[src/rtl/pdbp_pkg.sv]
`timescale 1ns / 1ps
// ----------------------------------------------------------------------------
// pdbp_pkg: shared types and constants
// Operation codes, per-item command format and fixed levels of the PCM player.
// ----------------------------------------------------------------------------
package pdbp_pkg;

    localparam int IN_W  = 40;
    localparam int OUT_W = 24;

    localparam int QUEUE_DEPTH = 4;
    localparam int QPTR_W      = 2;
    localparam int QCNT_W      = 3;

    localparam logic [7:0] IDLE_LEVEL  = 8'd127;
    localparam logic [7:0] END_LEVEL_A = 8'h7F;
    localparam logic [7:0] END_LEVEL_B = 8'hFF;
    localparam logic [7:0] SIGN_FLIP   = 8'h80;

    localparam logic CFG_SIXTEEN_BIT = 1'b0;
    localparam logic CFG_KEEP_LOW    = 1'b1;

    typedef enum logic [2:0] {
        OP_LOAD   = 3'd0,
        OP_START  = 3'd1,
        OP_REFILL = 3'd2,
        OP_TICK   = 3'd3,
        OP_STOP   = 3'd4
    } op_t;

    // what the back end does with the levels for one item
    typedef enum logic [2:0] {
        K_HOLD       = 3'd0,
        K_SAMPLE8    = 3'd1,
        K_SAMPLE16_S = 3'd2,
        K_SAMPLE16_H = 3'd3,
        K_HALT_IDLE  = 3'd4,
        K_HALT_WIDE  = 3'd5
    } kind_t;

    typedef struct packed {
        kind_t      kind;
        logic [7:0] lo;
        logic [7:0] hi;
        logic       running;
        logic       refill;
        logic       target;
    } cmd_t;

endpackage

[src/rtl/pdbp_back.sv]
`timescale 1ns / 1ps
// ----------------------------------------------------------------------------
// pdbp_back: duty levels and result register
// Applies each command to the held PWM levels and presents the result.
// ----------------------------------------------------------------------------
module pdbp_back
    import pdbp_pkg::*;
(
    input  logic             clk,
    input  logic             rst_n,
    input  logic             q_valid,
    input  cmd_t             q_cmd,
    output logic             q_pop,
    output logic             m_tvalid,
    input  logic             m_tready,
    output logic [OUT_W-1:0] m_tdata
);

    logic       out_valid_reg, out_valid_next;
    logic [7:0] level_a_reg, level_a_next;
    logic [7:0] level_b_reg, level_b_next;
    logic       active_reg, refill_reg, target_reg;
    logic [7:0] hi_offset;

    assign q_pop     = q_valid && (!out_valid_reg || m_tready);
    assign hi_offset = q_cmd.hi ^ SIGN_FLIP;

    always_comb
    begin
        level_a_next = level_a_reg;
        level_b_next = level_b_reg;
        case (q_cmd.kind)
            K_SAMPLE8:
            begin
                level_a_next = q_cmd.lo;
                level_b_next = q_cmd.lo;
            end
            K_SAMPLE16_S:
            begin
                level_a_next = hi_offset;
                level_b_next = q_cmd.lo;
            end
            K_SAMPLE16_H:
            begin
                level_a_next = hi_offset;
                level_b_next = hi_offset;
            end
            K_HALT_IDLE:
            begin
                level_a_next = IDLE_LEVEL;
                level_b_next = IDLE_LEVEL;
            end
            K_HALT_WIDE:
            begin
                level_a_next = END_LEVEL_A;
                level_b_next = END_LEVEL_B;
            end
            default:
            begin
                level_a_next = level_a_reg;
                level_b_next = level_b_reg;
            end
        endcase
    end

    always_comb
    begin
        out_valid_next = out_valid_reg;
        if (q_pop)
            out_valid_next = 1'b1;
        else if (m_tready)
            out_valid_next = 1'b0;
    end

    always_ff @(posedge clk or negedge rst_n)
    begin
        if (!rst_n)
        begin
            out_valid_reg <= 1'b0;
            level_a_reg   <= IDLE_LEVEL;
            level_b_reg   <= IDLE_LEVEL;
            active_reg    <= 1'b0;
            refill_reg    <= 1'b0;
            target_reg    <= 1'b1;
        end
        else
        begin
            out_valid_reg <= out_valid_next;
            if (q_pop)
            begin
                level_a_reg <= level_a_next;
                level_b_reg <= level_b_next;
                active_reg  <= q_cmd.running;
                refill_reg  <= q_cmd.refill;
                target_reg  <= q_cmd.target;
            end
        end
    end

    assign m_tvalid = out_valid_reg;
    assign m_tdata  = {5'b0, target_reg, refill_reg, active_reg, level_b_reg, level_a_reg};

endmodule

[config.mk]
export PLATFORM = sky130hd
export DESIGN_NAME = pdbp_back
export DESIGN_NICKNAME = d
export VERILOG_FILES = /design/src/rtl/pdbp_pkg.sv /design/src/rtl/pdbp_back.sv
export SDC_FILE = /design/constraint.sdc
export NUM_CORES = 1
export LEC_CHECK = 0
export ABC_AREA = 1
export CAP_MARGIN = 20
export CORE_UTILIZATION = 39
export CTS_CLUSTER_DIAMETER = 50
export DETAILED_ROUTE_END_ITERATION = 8
export DONT_BUFFER_PORTS = 1
export PLACE_DENSITY = 0.6
export SYNTH_ARGS = -nofsm -noshare
export SYNTH_HDL_FRONTEND = slang
export SYNTH_SLANG_ARGS = --single-unit
[constraint.sdc]
create_clock -name clk -period 1.58 [get_ports clk]
set_input_delay 0.079 -clock clk [delete_from_list [all_inputs] [get_ports clk]]
set_output_delay 0.079 -clock clk [all_outputs]
set_load 0.01 [all_outputs]
Word-level counts from Yosys, hierarchy flattened --
Index checks and enable logic that the tools add are counted.
Storage, ports and cells: output and inout bits 26, bits of input ports 26, word-level logic and storage cells 27, register bits after elaboration 20
Operators by class: reductions and logical operators 11, multiplexer cells 4, equality and inequality tests 5, bitwise logic cells 1
Operators by type and width (count):
- case mux 8 bit (4 select lines) | 1
- case mux 8 bit (3 select lines) | 1
- == test 3 x 2 -> 1 bit, second input constant | 2
- == test 3 bit, second input constant | 2
- OR reduction 2 bit | 3
- AND reduction 2 bit | 2
- nonzero test 4 bit | 1
- == test 3 x 1 -> 1 bit, second input constant | 1
- nonzero test 3 bit | 1
- 2-to-1 mux 1 bit | 2
- nonzero test 2 bit | 1
- logical AND 1 bit | 1
- zero test 1 bit | 1
- logical OR 1 bit | 1
- inverter 1 bit | 1

Longest topological paths before layout --
depth after elaboration 4, mapped depth 8, mapped depth without buffers 8

Worst setup path after synthesis --
No wires, ideal clock.
path kind register to register, start reg out_valid_reg (netlist: m_tvalid), end reg level_b_reg[1], setup time 0.060 ns, arrival time 1.038 ns, path slack 0.481 ns, path buffers 1, clock period less this slack 1.099 ns, stages on the path, launching flop included 7, required time 1.520 ns, cells stage by stage dfrtp_1 -> nand2_1 -> nand2_2 -> inv_2 -> buf_2 -> nand4_1 -> nand2_1
On the way: longest elaborated chain between the ends 4
Ends and longest elaborated chain:
- start, declared | RTL line pdbp_back.sv:19 | logic out_valid_reg, out_valid_next;
- start signal, assigned | RTL line pdbp_back.sv:88 | out_valid_reg <= out_valid_next;
- zero test 1 bit | RTL line pdbp_back.sv:25 | assign q_pop = q_valid && (!out_valid_reg || m_tready);
- logical OR 1 bit | RTL line pdbp_back.sv:25
- logical AND 1 bit | RTL line pdbp_back.sv:25
- named net q_pop | RTL line pdbp_back.sv:13 | output logic q_pop,
- AND reduction 2 bit (no line)
- end signal, assigned | RTL line pdbp_back.sv:92 | level_b_reg <= level_b_next;
- end, declared | RTL line pdbp_back.sv:21 | logic [7:0] level_b_reg, level_b_next;
The timed path passes the listed nets, and every way through them passes these cells. A chain may end at the register's enable or synchronous reset.

Final worst setup path --
start reg out_valid_reg (netlist: m_tvalid), end reg target_reg
On the way: longest elaborated chain between the ends 3
Ends and longest elaborated chain:
- zero test 1 bit | RTL line pdbp_back.sv:25
- logical OR 1 bit | RTL line pdbp_back.sv:25
- logical AND 1 bit | RTL line pdbp_back.sv:25
- named net q_pop | RTL line pdbp_back.sv:13
- end signal, assigned | RTL line pdbp_back.sv:95 | target_reg <= q_cmd.target;
- end, declared | RTL line pdbp_back.sv:22 | logic active_reg, refill_reg, target_reg;
The timed path passes the listed nets, and every way through them passes these cells.

==> out/results.ini <==
[status]
outcome=finished, final reports clean

[clocking]
path_clk_slew_ns=0.11
cts_setup_buffers=0
insertion_delay_ns=0.29
htree_levels=1
cts_root_buf=clkbuf_4
cts_made_buffers=3
clk_path_buf_depth=2
clock-sinks=20
cts_tree=done

[layout]
drive_gt1_frac=0.1977
final_area_um2=1389
diodes=0
final_cell_mix=nand2_1, nand3_1, dfstp_2
nNetsFinal=206
syn_to_final_growth_pct=12.12
final_common_cell=nand2_1
stdcell_count=221

[sta]
fin_setup_tns_ns=0
min_period_over_period=0.9406
fmax_ghz=0.6728
slew_viol_final=0
rsz0062_at_grt=no
setup_viol_count_final=0
finalClockSkew_ns=0.008105
worstMarginPinSlew_ns=0.8393
min_period_ns=1.486
relSlewSlack=0.4386
hold_viol=0

[global_routing]
grt_pass1_wl_mm=4.450
overflow=0
track_usage=0.1734
antenna_found_initial=0
grt_max_degree=21
grt_pass1_vias=1064

[floorplanning]
start_util=0.4091
die_area_um2=3405
row_count=20
core_area_um2=3028
io_pins=52
fp.dieH_um=58.36
die_w_um=58.36

[logic_synthesis]
syn_inst=168
synthesis.area_um2=1239
synth.avg_cell_area_um2=7.373
synth_cell_types=21
yosysSeqAreaShare=0.4192
yosys_register_bits=20
ys.warnings.count=0

[placed_design]
place_congestion=0.8993
port_buffers=0
dp_hpwl_mm=2.110
placed_cells=204
place_area_um2=1227

[pwr]
p_per_area_nw_per_um2=980.3
clock_power_share=0.175
ir_drop_uv=299.1
p_int_mw=0.9160
power_frac_seq=0.597
p_sw_mw=0.4454
p_leak_nw=0.6842
pwr-share-comb=0.229
switching_share=0.3271

[drt]
drc=0
routed_wl_mm=2.733
firstDrtPassIters=4
ant_nets=0
via_per_inst=4.900
drt_iter0_markers=18
vias=1083
routedWlPerCell_um=12.37

[setup_path]
worstPathRequired_ns=1.81
crit_path_max_fanout=6
cp-start-kind=register
crit_arrival_ns=1.72
crit_path_end_kind=register
critPathKind=reg2reg

[flow_run]
max-cap-violations=0

[min_path]
hold_class=in2reg

stage by stage:
| step | total power [mW] | hold slack [ns] | setup slack [ns] | util |
|---|---|---|---|---|
| after floorplan | 1.055 | -0.2166 | 0.4813 | - |
| after global placement | 1.084 | -0.2160 | 0.3608 | 0.4054 |
| after detailed placement | 1.086 | -0.2159 | 0.3090 | 0.4054 |
| after CTS | 1.380 | 0.002096 | 0.06574 | 0.4570 |
| after global routing | 1.454 | 0.01717 | 0.01021 | 0.4587 |
| final | 1.361 | 0.01220 | 0.09378 | 0.4587 |
logic make-up after synthesis:
family,synth area share
AOI/OAI and AO/OA,0.07676
adders and majority gates,0.02020
buffers and inverters,0.1263
DFF,0.4192
other,0.003027
and+or+nand+nor,0.3546
timing repair:
action                     in CTS  in global routing
setup endpoints to repair       0                  3
hold buffers                   13                  0
gates resized for setup         0                  2
hold endpoints to repair       28                  0
Yosys cell counts:
| master | instances | share of area |
|---|---|---|
| nand2_1 | 64 | 0.19 |
| dfstp_2 | 15 | 0.32 |
| nand3_1 | 15 | 0.061 |
| inv_1 | 11 | 0.033 |
| buf_4 | 8 | 0.048 |
| nand4_1 | 8 | 0.040 |
| o21ai_0 | 8 | 0.032 |
| nor2_1 | 7 | 0.021 |
| buf_2 | 5 | 0.020 |
| dfrtp_1 | 5 | 0.10 |
| inv_2 | 5 | 0.015 |
| o21ai_2 | 4 | 0.028 |
| a21oi_1 | 3 | 0.012 |
| ha_1 | 2 | 0.020 |
| nand2_2 | 2 | 0.010 |
| buf_6 | 1 | 0.0091 |
| conb_1 | 1 | 0.0030 |
| nand2_4 | 1 | 0.0091 |
| nand3_4 | 1 | 0.014 |
| nor2_2 | 1 | 0.0051 |
| o21ai_1 | 1 | 0.0040 |
critical path, cell delays in order (launching register included):
cell,delay (ns)
dfrtp_1,0.44
nand2_2,0.11
nand2_2,0.10
inv_4,0.12
nand2_1,0.06
nand2_1,0.06
dlygate4sd3_1,0.55
path summary, 6_finish.rpt:
path	startpoint	end	slack [ns]	cells past startpoint
setup reg to reg	m_tvalid	target_reg	0.09	6
hold / removal	q_cmd[13]	level_b_reg[2]	0.01	4
max in group asynchronous	rst_n	level_b_reg[7]	0.73	1
hold reg to reg	level_b_reg[6]	level_b_reg[6]	0.50	2
setup / recovery	m_tvalid	target_reg	0.09	6
min in group asynchronous	rst_n	level_a_reg[7]	0.32	1
metal layers:
layer,vias to the layer above,global-route usage,wire length (µm)
li1,540,-,-
met1,501,0.1964,1099
met2,40,0.3136,1362
met3,2,0.04615,247
met4,0,0.06122,23
met5,-,0,0
final cells by class:
type	instances	area (µm²)
Inverter	16	62.56
Clock buffer	4	26.28
Timing Repair Buffer	15	145.1
Multi-Input combinational cell	122	580.6
Fill cell	319	1639
Tap cell	44	55.05
Sequential cell	20	519.2
power by group through the flow:
stage / logic [mW] / clock network [mW] / registers (mW)
2_1_floorplan: 0.260 / 0 / 0.795
3_3_place_gp: 0.258 / 0 / 0.826
3_5_place_dp: 0.263 / 0 / 0.823
4_1_cts: 0.311 / 0.255 / 0.814
5_1_grt: 0.360 / 0.268 / 0.826
6_report: 0.311 / 0.238 / 0.812
Note: power is estimated with default switching activity, not from simulation.
