**src/rtl/pdbp_pkg.sv**
```systemverilog
`timescale 1ns / 1ps
// ----------------------------------------------------------------------------
// pdbp_pkg: shared types and constants
// Operation codes, per-item command format and fixed levels of the PCM player.
// ----------------------------------------------------------------------------
package pdbp_pkg;

    localparam int IN_W  = 40;
    localparam int OUT_W = 24;

    localparam int QUEUE_DEPTH = 4;
    localparam int QPTR_W      = 2;
    localparam int QCNT_W      = 3;

    localparam logic [7:0] IDLE_LEVEL  = 8'd127;
    localparam logic [7:0] END_LEVEL_A = 8'h7F;
    localparam logic [7:0] END_LEVEL_B = 8'hFF;
    localparam logic [7:0] SIGN_FLIP   = 8'h80;

    localparam logic CFG_SIXTEEN_BIT = 1'b0;
    localparam logic CFG_KEEP_LOW    = 1'b1;

    typedef enum logic [2:0] {
        OP_LOAD   = 3'd0,
        OP_START  = 3'd1,
        OP_REFILL = 3'd2,
        OP_TICK   = 3'd3,
        OP_STOP   = 3'd4
    } op_t;

    // what the back end does with the levels for one item
    typedef enum logic [2:0] {
        K_HOLD       = 3'd0,
        K_SAMPLE8    = 3'd1,
        K_SAMPLE16_S = 3'd2,
        K_SAMPLE16_H = 3'd3,
        K_HALT_IDLE  = 3'd4,
        K_HALT_WIDE  = 3'd5
    } kind_t;

    typedef struct packed {
        kind_t      kind;
        logic [7:0] lo;
        logic [7:0] hi;
        logic       running;
        logic       refill;
        logic       target;
    } cmd_t;

endpackage

```
**src/rtl/pdbp_queue.sv**
```systemverilog
`timescale 1ns / 1ps
// ----------------------------------------------------------------------------
// pdbp_queue: command queue
// Short FIFO between the control front end and the level back end.
// ----------------------------------------------------------------------------
module pdbp_queue
    import pdbp_pkg::*;
(
    input  logic clk,
    input  logic rst_n,
    input  logic push,
    input  cmd_t push_cmd,
    output logic full,
    input  logic pop,
    output logic pop_valid,
    output cmd_t pop_cmd
);

    cmd_t              entry_mem [QUEUE_DEPTH];
    logic [QPTR_W-1:0] wr_ptr_reg, rd_ptr_reg;
    logic [QCNT_W-1:0] count_reg, count_next;

    assign full      = (count_reg == QCNT_W'(QUEUE_DEPTH));
    assign pop_valid = (count_reg != '0);
    assign pop_cmd   = entry_mem[rd_ptr_reg];

    always_comb
    begin
        count_next = count_reg;
        if (push && !pop)
            count_next = count_reg + QCNT_W'(1);
        else if (pop && !push)
            count_next = count_reg - QCNT_W'(1);
    end

    always_ff @(posedge clk or negedge rst_n)
    begin
        if (!rst_n)
        begin
            wr_ptr_reg <= '0;
            rd_ptr_reg <= '0;
            count_reg  <= '0;
        end
        else
        begin
            count_reg <= count_next;
            if (push)
                wr_ptr_reg <= wr_ptr_reg + QPTR_W'(1);
            if (pop)
                rd_ptr_reg <= rd_ptr_reg + QPTR_W'(1);
        end
    end

    always_ff @(posedge clk)
    begin
        if (push)
            entry_mem[wr_ptr_reg] <= push_cmd;
    end

endmodule

```
**config.mk**
```make
export PLATFORM = sky130hd
export DESIGN_NAME = pdbp_queue
export DESIGN_NICKNAME = d
export VERILOG_FILES = /design/src/rtl/pdbp_pkg.sv /design/src/rtl/pdbp_queue.sv
export SDC_FILE = /design/constraint.sdc
export NUM_CORES = 1
export LEC_CHECK = 0
export BUFFER_PORTS_ARGS = -buffer_cell sky130_fd_sc_hd__buf_2
export CORE_ASPECT_RATIO = 0.9
export CORE_MARGIN = 2
export CORE_UTILIZATION = 59
export CTS_BUF_LIST = sky130_fd_sc_hd__clkbuf_8
export DETAILED_ROUTE_END_ITERATION = 6
export PLACE_DENSITY = 0.91
export SYNTH_ARGS = -nofsm -noshare
export SYNTH_HDL_FRONTEND = slang
export SYNTH_SLANG_ARGS = --single-unit
export TNS_END_PERCENT = 10
```
**constraint.sdc**
```tcl
create_clock -name clk -period 2 [get_ports clk]
set_input_delay 0 -clock clk [delete_from_list [all_inputs] [get_ports clk]]
set_output_delay 0 -clock clk [all_outputs]
set_load 0.005 [all_outputs]
```
-- Word-level counts from Yosys, hierarchy flattened
Memory sizes are Yosys's and may differ from the RTL's.
Cells that the tools add are included.
- $add $sub $neg: 4
- equality and inequality tests: 1
- multiplexer cells: 4
- reduce and logical (&&, ||, !) cells: 6
- operators by type and width (kind ; count):
    3-bit two-way mux ; 2
    2-bit by 1-bit adder with 2-bit output (second input constant) ; 2
    3-bit by 1-bit adder with 3-bit output (second input constant) ; 1
    3-bit == test (second input constant) ; 1
    3-bit nonzero test ; 1
    3-bit by 1-bit subtractor with 3-bit output (second input constant) ; 1
    1-bit logical AND ; 2
    1-bit logical NOT ; 2
    1-bit two-way mux ; 2
    2-bit nonzero test ; 1
- bits of input ports: 26
- memory bits (writable): 88
- output and inout port bits: 24
- memories: 1
- register bits after elaboration: 7
- logic and storage cells: 19
- memories (name ; depth ; width ; rd ports ; clocked after Yosys merged registers in ; wr ports ; line ; text):
    entry_mem ; 4 ; 22 ; 1 ; 0 ; 1 ; pdbp_queue.sv:19 ; cmd_t entry_mem [QUEUE_DEPTH];

-- Depth between registers and ports, before layout
Gate-level depths: netlist of the first run.
- word-level depth: 4
- depth in mapped cells: 7
- mapped depth without buffers: 7

-- Worst setup path after synthesis of the first run
OpenSTA, ideal clock, no wires.
- kind: register to register
- start point: reg wr_ptr_reg[0]
- end point: mem entry_mem[0][0] (netlist name) (enable)
- data required time: 1.619 ns
- clock period less this slack: 1.567 ns
- arrival time: 1.186 ns
- path slack: 0.433 ns
- setup time: 0.381 ns
- path buffers: 0
- cell stages (with the launch flop): 4
- cells stage by stage: dfrtp_1 > inv_1 > ha_1 > and2_1
- RTL lines (item ; line ; text):
    start: declaration ; pdbp_queue.sv:20 ; logic [QPTR_W-1:0] wr_ptr_reg, rd_ptr_reg;
    start signal: assignment ; pdbp_queue.sv:48 ; wr_ptr_reg <= wr_ptr_reg + QPTR_W'(1);
    end: declaration ; pdbp_queue.sv:19 ;
No word-level cell before the write port.

==> results of run 1 <==
-- repair_timing --
item                       in CTS  in global routing
hold endpoints to repair       99                  0
buffers inserted                0                  0
setup endpoints to repair       0                  0
hold buffers                   25                  0
-- logic make-up after synthesis --
logic type | count (synthesis) | share of synthesized area
DFF | 95 | 0.781
muxes | 23 | 0.145
buffers and inverters | 9 | 0.0212
and+or+nand+nor | 9 | 0.0139
xor gates and xnor gates | 6 | 0.0146
adders and majority gates | 6 | 0.0229
AOI/OAI and AO/OA | 1 | 0.00139
-- worst max-delay path by stage --
stage                  start         endpoint  cells after the start
6_report       rd_ptr_reg[0]      pop_cmd[21]                      3
5_1_grt        rd_ptr_reg[0]      pop_cmd[21]                      3
4_1_cts        rd_ptr_reg[0]      pop_cmd[21]                      3
3_5_place_dp   rd_ptr_reg[0]      pop_cmd[21]                      3
3_3_place_gp   rd_ptr_reg[0]      pop_cmd[21]                      3
2_1_floorplan  wr_ptr_reg[0]  entry_mem[0][0]                      3
-- report_power, final --
part | internal [uW] | switching, uW | total (uW)
clock | 567 | 610 | 1180
combinational | 896 | 764 | 1660
sequential | 2610 | 184 | 2800
-- worst max-delay path: cells and delay by family (launching register included) --
family	cells	cell delay [ns]
buffers and inverters	2	0.46
flip-flops	1	0.48
multiplexers	1	0.57
-- area by class of cell --
cell class                      count  area (sq um)
Clock buffer                        9           124
Clock inverter                      6          61.3
Fill cell                         388          1610
Inverter                            4          15.0
Multi-Input combinational cell     45           712
Sequential cell                    95          2820
Tap cell                           72          90.1
Timing Repair Buffer               86           586
-- per-layer routing --
metal | track usage | vias to the layer above | share of wire
met5 | 0 | - | 0
met1 | 0.231 | 888 | 0.40
met2 | 0.348 | 51 | 0.55
li1 | - | 791 | -
met3 | 0.0526 | 4 | 0.049
met4 | 0.0656 | 0 | 0.0043
-- through the flow --
stage           util  instances  power [uW]
6_report       0.733        317        5630
5_1_grt        0.733        317        5930
4_1_cts        0.733        317        5680
3_5_place_dp   0.660        277        4490
3_3_place_gp   0.660        277        4410
2_1_floorplan      -        149        3890
-- cell usage in the layout, fill, tap and decap left out --
master         instances
clkbuf_8               9
nand2_1                2
and2_1                 4
ha_1                   5
dlygate4sd3_1         25
clkinv_1               2
o21ai_0                1
inv_1                  4
xor2_1                 4
xnor2_1                2
or3_1                  1
mux2_2                 1
fa_1                   1
mux4_2                18
mux4_1                 4
inv_6                  1
dfrtp_1                7
buf_4                 12
bufinv_16              1
buf_2                 49
clkinvlp_4             2
nor3b_1                1
nor2_1                 1
edfxtp_1              88
==> impl_metrics.tcl, run 1 <==
set metrics [dict create \
    status "finished, final reports clean" \
    slew_headroom 0.708 \
    p_leak_uw 0.00160 \
    crit_path_end_kind "output port" \
    dp_hpwl_um 3860 \
    drt_iter0_markers 93 \
    cts_tree "built" \
    fin_crit_ns 1.86 \
    synth_edf_count 88 \
    worst_slack_ns 0.139 \
    start_util 0.600 \
    viasPerCell 5.47 \
    finClkSkew_ns 0.00534 \
    worstSetupStartpointType "flop" \
    path_max_fanout 13 \
    worstPathArrival_ns 1.86 \
    cts_buffers 9 \
    max_stage_delay_ns 0.57 \
    hold_class "input pin to async pin" \
    io_pins 50 \
    postPlaceCellArea_sq_um 3970 \
    grt_pass1_vias 1850 \
    die_y_um 78.2 \
    largest_reg_flops 88 \
    cp_cell_sequence "buf_4 -> mux4_1 -> buf_2" \
    rows 27 \
    place_congestion 0.675 \
    root_buffer "clkbuf_8" \
    crit_required_ns 2.00 \
    yosysWarnings 0 \
    insertion_delay_ns 0.34 \
    design_area_sq_um 4410 \
    rsz0062_at_grt "false" \
    rr_startpoint "count_reg[0]" \
    synth_nets 181 \
    drt_pass1_iterations 4 \
    synthFlopType "edfxtp_1" \
    track_usage 0.196 \
    ctsResizeCount 0 \
    finalWirelength_um 6110 \
    cpMaxStageDelayCell "mux4_1" \
    final-hold-violation-count 0 \
    fmax_mhz 537 \
    final_max_slew_viol_count 0 \
    place_ws_ns 0.504 \
    syn_area_sq_um 3610 \
    ff2ff_path_depth 4 \
    cts_sinks 95 \
    r2r_end "count_reg[2]" \
    synthCells 149 \
    vias 1734 \
    finalSetupTns_ns 0 \
    setup.worst_path.class "flop to output port" \
    drc 0 \
    tightest_slew_ns 0.438 \
    antenna_found_initial 0 \
    die_width_um 86.4 \
    clk_pin_slew_worst_paths_ns 0.08 \
    yosys-top-cells-count "88 x edfxtp_1, 18 x mux4_2, 7 x dfrtp_1" \
    hold_slack_ns 0.0190 \
    routedWlPerCell_um 19.3 \
    drv_cap 0 \
    finalCritPeriodShare 0.930 \
    r2r_slack_ns 0.63 \
    coreArea_sq_um 6010 \
    gr-total-overflow 0 \
    netlist_top_cells_area "edfxtp_1 73%, mux4_2 11%, dfrtp_1 4.9%" \
    die_area_sq_um 6750 \
    cts_htree_levels 3 \
    drive_gt1_frac 0.380 \
    async_flop_share 0.0737 \
    diodes 0 \
    grt_max_degree 16 \
    clockBufferDepth 2 \
    seq_area_frac_synth 0.781 \
    grt_pass1_wl_um 9350 \
    yosys.area.top_type_share 0.733 \
    synth_top_area_cell "edfxtp_1" \
    port_buffers 49 \
    synth.avg_cell_area_sq_um 24.2 \
    nNetsFinal 273 \
    yosysMostFrequentCell "edfxtp_1" \
    synth_cell_types 19 \
    pwr_density_cell_nw_per_um2 1280 \
    area_delta_synth_final_pct 22.2 \
    drtAntennaViolNets 0 \
    irDropWorstVdd_v 0.000844 \
    ys_ff_latch 95 \
    finalSetupViolCount 0 \
]
No activity file was read; power rests on OpenSTA's default activity.
==> inputs of run 2 (changes only) <==
--- a/config.mk
+++ b/config.mk
@@ -5,7 +5,7 @@
 export SDC_FILE = /design/constraint.sdc
 export NUM_CORES = 1
 export LEC_CHECK = 0
-export BUFFER_PORTS_ARGS = -buffer_cell sky130_fd_sc_hd__buf_2
+export BUFFER_PORTS_ARGS = -buffer_cell sky130_fd_sc_hd__clkbuf_2
 export CORE_ASPECT_RATIO = 0.9
 export CORE_MARGIN = 2
 export CORE_UTILIZATION = 59
==> impl_metrics.tcl, run 2 (same netlist as run 1, synthesis figures left out) <==
set metrics [dict create \
    register_area_sq_um 2820 \
    final_cell_mix "88 x edfxtp_1, 49 x clkbuf_2, 25 x dlygate4sd3_1" \
    drtAntennaViolNets 0 \
    die_y_um 78.2 \
    vias 1759 \
    worstSetupStartpointType "flop" \
    coreArea_sq_um 6010 \
    multi_input_comb_area_sq_um 712 \
    fin_crit_ns 1.86 \
    area_delta_synth_final_pct 22.6 \
    grt_pass1_vias 1903 \
    pwr-share-seq 0.488 \
    dp_hpwl_um 3900 \
    final_cell_count_no_fill 318 \
    hold_class "input pin to async pin" \
    finalWirelength_um 6260 \
    clk_pin_slew_worst_paths_ns 0.09 \
    cpMaxStageDelayCell "dfrtp_1" \
    rsz0062_at_grt "false" \
    start_util 0.600 \
    cts_tree "built" \
    antenna_found_initial 0 \
    ff2ff_path_depth 4 \
    p_comb_frac 0.304 \
    fmax_mhz 537 \
    cp_cell_sequence "buf_4 -> mux4_2 -> clkbuf_2" \
    design_area_sq_um 4420 \
    cts_htree_levels 3 \
    irDropWorstVdd_v 0.000743 \
    p_int_uw 4100 \
    tightest_slew_ns 0.377 \
    dp_cells 277 \
    drc 0 \
    die_width_um 86.4 \
    drive_gt1_frac 0.382 \
    crit_cells 3 \
    setup.worst_path.class "flop to output port" \
    worstPathArrival_ns 1.86 \
    root_buffer "clkbuf_8" \
    crit_required_ns 2.00 \
    insertion_delay_ns 0.35 \
    p_clk_frac 0.208 \
    diodes 0 \
    die_area_sq_um 6750 \
    drv_cap 0 \
    fill_cells 365 \
    largest_reg_flops 88 \
    pwr_density_cell_nw_per_um2 1290 \
    clockBufferDepth 2 \
    critPathTopFamily "flip-flops" \
    drt_pass1_iterations 4 \
    finClkSkew_ns 0.0127 \
    max_stage_delay_ns 0.57 \
    ctsResizeCount 0 \
    cp_num_buf_inv 2 \
    drt_iter0_markers 116 \
    cts_buffers 9 \
    port_buffers 49 \
    p_sw_uw 1590 \
    postPlaceCellArea_sq_um 3980 \
    finalSetupViolCount 0 \
    path_max_fanout 7 \
    final_max_slew_viol_count 0 \
    nNetsFinal 273 \
    io_pins 50 \
    viasPerCell 5.53 \
    status "finished, final reports clean" \
    gr-total-overflow 0 \
    slew_headroom 0.749 \
    switching_share 0.280 \
    grt_pass1_wl_um 9700 \
    final-hold-violation-count 0 \
    p_leak_uw 0.00163 \
    grt_max_degree 16 \
    finalSetupTns_ns 0 \
    finalCritPeriodShare 0.932 \
    rows 27 \
    track_usage 0.203 \
    routedWlPerCell_um 19.7 \
    place_congestion 0.730 \
    final_common_cell "edfxtp_1" \
    crit_path_end_kind "output port" \
    cts_sinks 95 \
]
[run 2: area by class of cell]
class / instances / share of cell area
Sequential cell: 95 / 0.637
Timing Repair Buffer: 86 / 0.135
Inverter: 4 / 0.00340
Clock buffer: 9 / 0.0280
Tap cell: 72 / 0.0204
Clock inverter: 7 / 0.0144
Multi-Input combinational cell: 45 / 0.161
[run 2: power groups by stage]
stage | Combinational (uW) | Sequential [uW] | Clock, uW
2_1_floorplan | 1130 | 2760 | 0
3_3_place_gp | 1660 | 2800 | 0
3_5_place_dp | 1700 | 2830 | 0
4_1_cts | 1750 | 2790 | 1190
5_1_grt | 1880 | 2820 | 1280
6_report | 1730 | 2780 | 1180
[run 2: worst register-to-register path, cell delays in order (launching register included)]
cell and delay [ns]:
dfrtp_1 0.44, fa_1 0.45, xor2_1 0.15, nor2_1 0.12
xor2_1 0.15
[run 2: final timing paths]
kind | start | endpoint | slack (ns)
hold / removal | rst_n | count_reg[0] | 0.02
setup reg to reg | count_reg[0] | count_reg[2] | 0.61
hold reg to reg | count_reg[2] | count_reg[2] | 0.48
max in group asynchronous | rst_n | rd_ptr_reg[0] | 1.80
min in group clk | push_cmd[2] | entry_mem[0][2] | 0.41
setup / recovery | rd_ptr_reg[0] | pop_cmd[6] | 0.14
[run 2: stage by stage]
step | utilization | setup WS [ns] | hold slack (ns) | power, uW
floorplan | - | 0.433 | -0.296 | 3890
global placement | 0.662 | 0.529 | -0.150 | 4460
detailed placement | 0.662 | 0.477 | -0.149 | 4530
CTS | 0.735 | 0.0938 | 0.00123 | 5740
global route | 0.735 | 0.0300 | 0.0181 | 5980
finish | 0.735 | 0.137 | 0.0192 | 5700
[run 2: routing by layer]
metal | part of all wire | vias to the layer above | track usage
met1 | 0.39 | 897 | 0.235
met3 | 0.047 | 11 | 0.0631
met5 | 0 | - | 0
met4 | 0.014 | 0 | 0.0688
met2 | 0.55 | 54 | 0.358
li1 | - | 797 | -
[run 2: timing repair]
item,CTS,global route
endpoints found under the hold margin,99,0
setup endpoints to repair,0,0
hold buffers,25,0
setup buffers,0,0
==> inputs of run 3 (changes only) <==
--- a/config.mk
+++ b/config.mk
@@ -7,10 +7,10 @@
 export LEC_CHECK = 0
 export BUFFER_PORTS_ARGS = -buffer_cell sky130_fd_sc_hd__clkbuf_2
 export CORE_ASPECT_RATIO = 0.9
-export CORE_MARGIN = 2
 export CORE_UTILIZATION = 59
 export CTS_BUF_LIST = sky130_fd_sc_hd__clkbuf_8
 export DETAILED_ROUTE_END_ITERATION = 6
+export GPL_ROUTABILITY_DRIVEN = 1
 export PLACE_DENSITY = 0.91
 export SYNTH_ARGS = -nofsm -noshare
 export SYNTH_HDL_FRONTEND = slang
==> impl_metrics.tcl, run 3 (same netlist as run 1, synthesis figures left out) <==
set metrics [dict create \
    post_cts_buffers 0 \
    port_buffers 49 \
    viasPerCell 5.50 \
    grt_pass1_wl_um 9800 \
    cts_tree "built" \
    hold_class "input pin to flop" \
    drt_iter0_markers 110 \
    grt_util_met1 0.257 \
    final_max_slew_viol_count 0 \
    final-hold-violation-count 0 \
    grtUsageMet2 0.375 \
    area_delta_synth_final_pct 24.1 \
    nNetsFinal 272 \
    max_stage_delay_ns 0.60 \
    pwr_density_cell_nw_per_um2 1330 \
    final_cell_mix "88 x edfxtp_1, 49 x clkbuf_2, 27 x dlygate4sd3_1" \
    cp_cell_sequence "buf_12 -> mux4_1 -> clkbuf_2" \
    p_leak_uw 0.00164 \
    antenna_found_initial 0 \
    cts_htree_levels 3 \
    dp_hpwl_um 3670 \
    ctsResizeCount 0 \
    cpMaxStageDelayCell "mux4_1" \
    drive_gt1_frac 0.373 \
    rsz0062_at_grt "false" \
    worstSetupStartpointType "flop" \
    gr-total-overflow 0 \
    fill_cells 301 \
    drv_cap 0 \
    diodes 0 \
    rows 26 \
    finalCritPeriodShare 0.852 \
    final_cell_count_no_fill 314 \
    fmax_mhz 587 \
    clockBufferDepth 2 \
    grt_busiest_layer "met2" \
    io_pins 50 \
    setup.worst_path.class "flop to output port" \
    finalSetupTns_ns 0 \
    drtAntennaViolNets 0 \
    insertion_delay_ns 0.35 \
    final_common_cell "edfxtp_1" \
    largest_reg_flops 88 \
    drt_pass1_iterations 7 \
    tightest_slew_ns 0.359 \
    slew_headroom 0.761 \
    vias 1728 \
    dp_cells 272 \
    status "finished, violations left" \
    finalWirelength_um 6190 \
    coreArea_sq_um 5790 \
    crit_required_ns 2.00 \
    worstPathArrival_ns 1.70 \
    start_util 0.623 \
    grt_use_met3 0.0672 \
    path_max_fanout 24 \
    track_usage 0.216 \
    drc 4 \
    finalSetupViolCount 0 \
    grt_max_degree 25 \
    routedWlPerCell_um 19.7 \
    finClkSkew_ns 0.00579 \
    grt_pass1_vias 1919 \
    die_area_sq_um 6430 \
    die_y_um 76.2 \
    clk_pin_slew_worst_paths_ns 0.08 \
    fin_crit_ns 1.70 \
    irDropWorstVdd_v 0.000927 \
    die_width_um 84.4 \
    crit_path_end_kind "output port" \
    root_buffer "clkbuf_8" \
    place_congestion 0.727 \
    cts_buffers 9 \
    failed_checks "design-rule violations" \
    cts_sinks 95 \
]
-- run 3: cell types whose count changed in the layout (fill, tap and decap cells not counted) --
cell and change:
buf_4 -4, clkinv_1 -1, dlygate4sd3_1 +2, clkinv_2 -2, buf_12 +1, bufinv_16 +2
-- run 3: routing by layer --
metal | vias to the layer above | part of all wire
li1 | 795 | -
met1 | 879 | 0.42
met2 | 48 | 0.52
met3 | 6 | 0.054
met4 | 0 | 0.0061
met5 | - | 0
-- run 3: what timing repair did --
action	CTS	global route
endpoints found under the hold margin	99	0
hold buffers	27	0
endpoints found under the setup margin	0	0
-- run 3: layout make-up --
cell class,instances,area [sq um],share of cell area
clock inverter,6,110,0.0246
clock buffer,9,124,0.0277
inverter,4,15.0,0.00336
multi-input combinational,45,712,0.159
sequential,95,2820,0.630
timing repair buffer,85,608,0.136
tap,70,87.6,0.0196
-- run 3: power by group --
group	internal [uW]	leakage [uW]	switching (uW)	total [uW]
registers	2610	0.000890	142	2760
logic	918	0.000639	832	1750
clock network	821	0.000113	622	1440
total	4350	0.00164	1600	5950
-- run 3: critical path: cells and delay by family (launching register included) --
kind	cells	cell delay (ns)
buffers and inverters	2	0.36
DFF	1	0.38
muxes	1	0.60
-- run 3: worst paths after layout --
kind | startpoint | slack [ns] | depth (start not counted) | endpoint
min | push_cmd[17] | 0.40 | 2 | entry_mem[3][17]
min reg2reg | count_reg[2] | 0.50 | 1 | count_reg[2]
min in group asynchronous | rst_n | 0.55 | 3 | count_reg[1]
max in group asynchronous | rst_n | 0.60 | 4 | count_reg[2]
max reg2reg | wr_ptr_reg[0] | 0.43 | 4 | entry_mem[2][18]
max | rd_ptr_reg[0] | 0.30 | 3 | pop_cmd[9]
-- run 3: through the flow --
step           hold slack (ns)  utilization  total power, uW  instance area [sq um]  setup slack, ns
2_1_floorplan           -0.296            -             3890                   3610            0.433
3_3_place_gp            -0.159        0.686             4440                   3970            0.518
3_5_place_dp            -0.154        0.686             4530                   3970            0.472
4_1_cts                  0.383        0.773             6000                   4470            0.255
5_1_grt                  0.402        0.773             6210                   4470            0.231
6_report                 0.405        0.773             5950                   4470            0.295
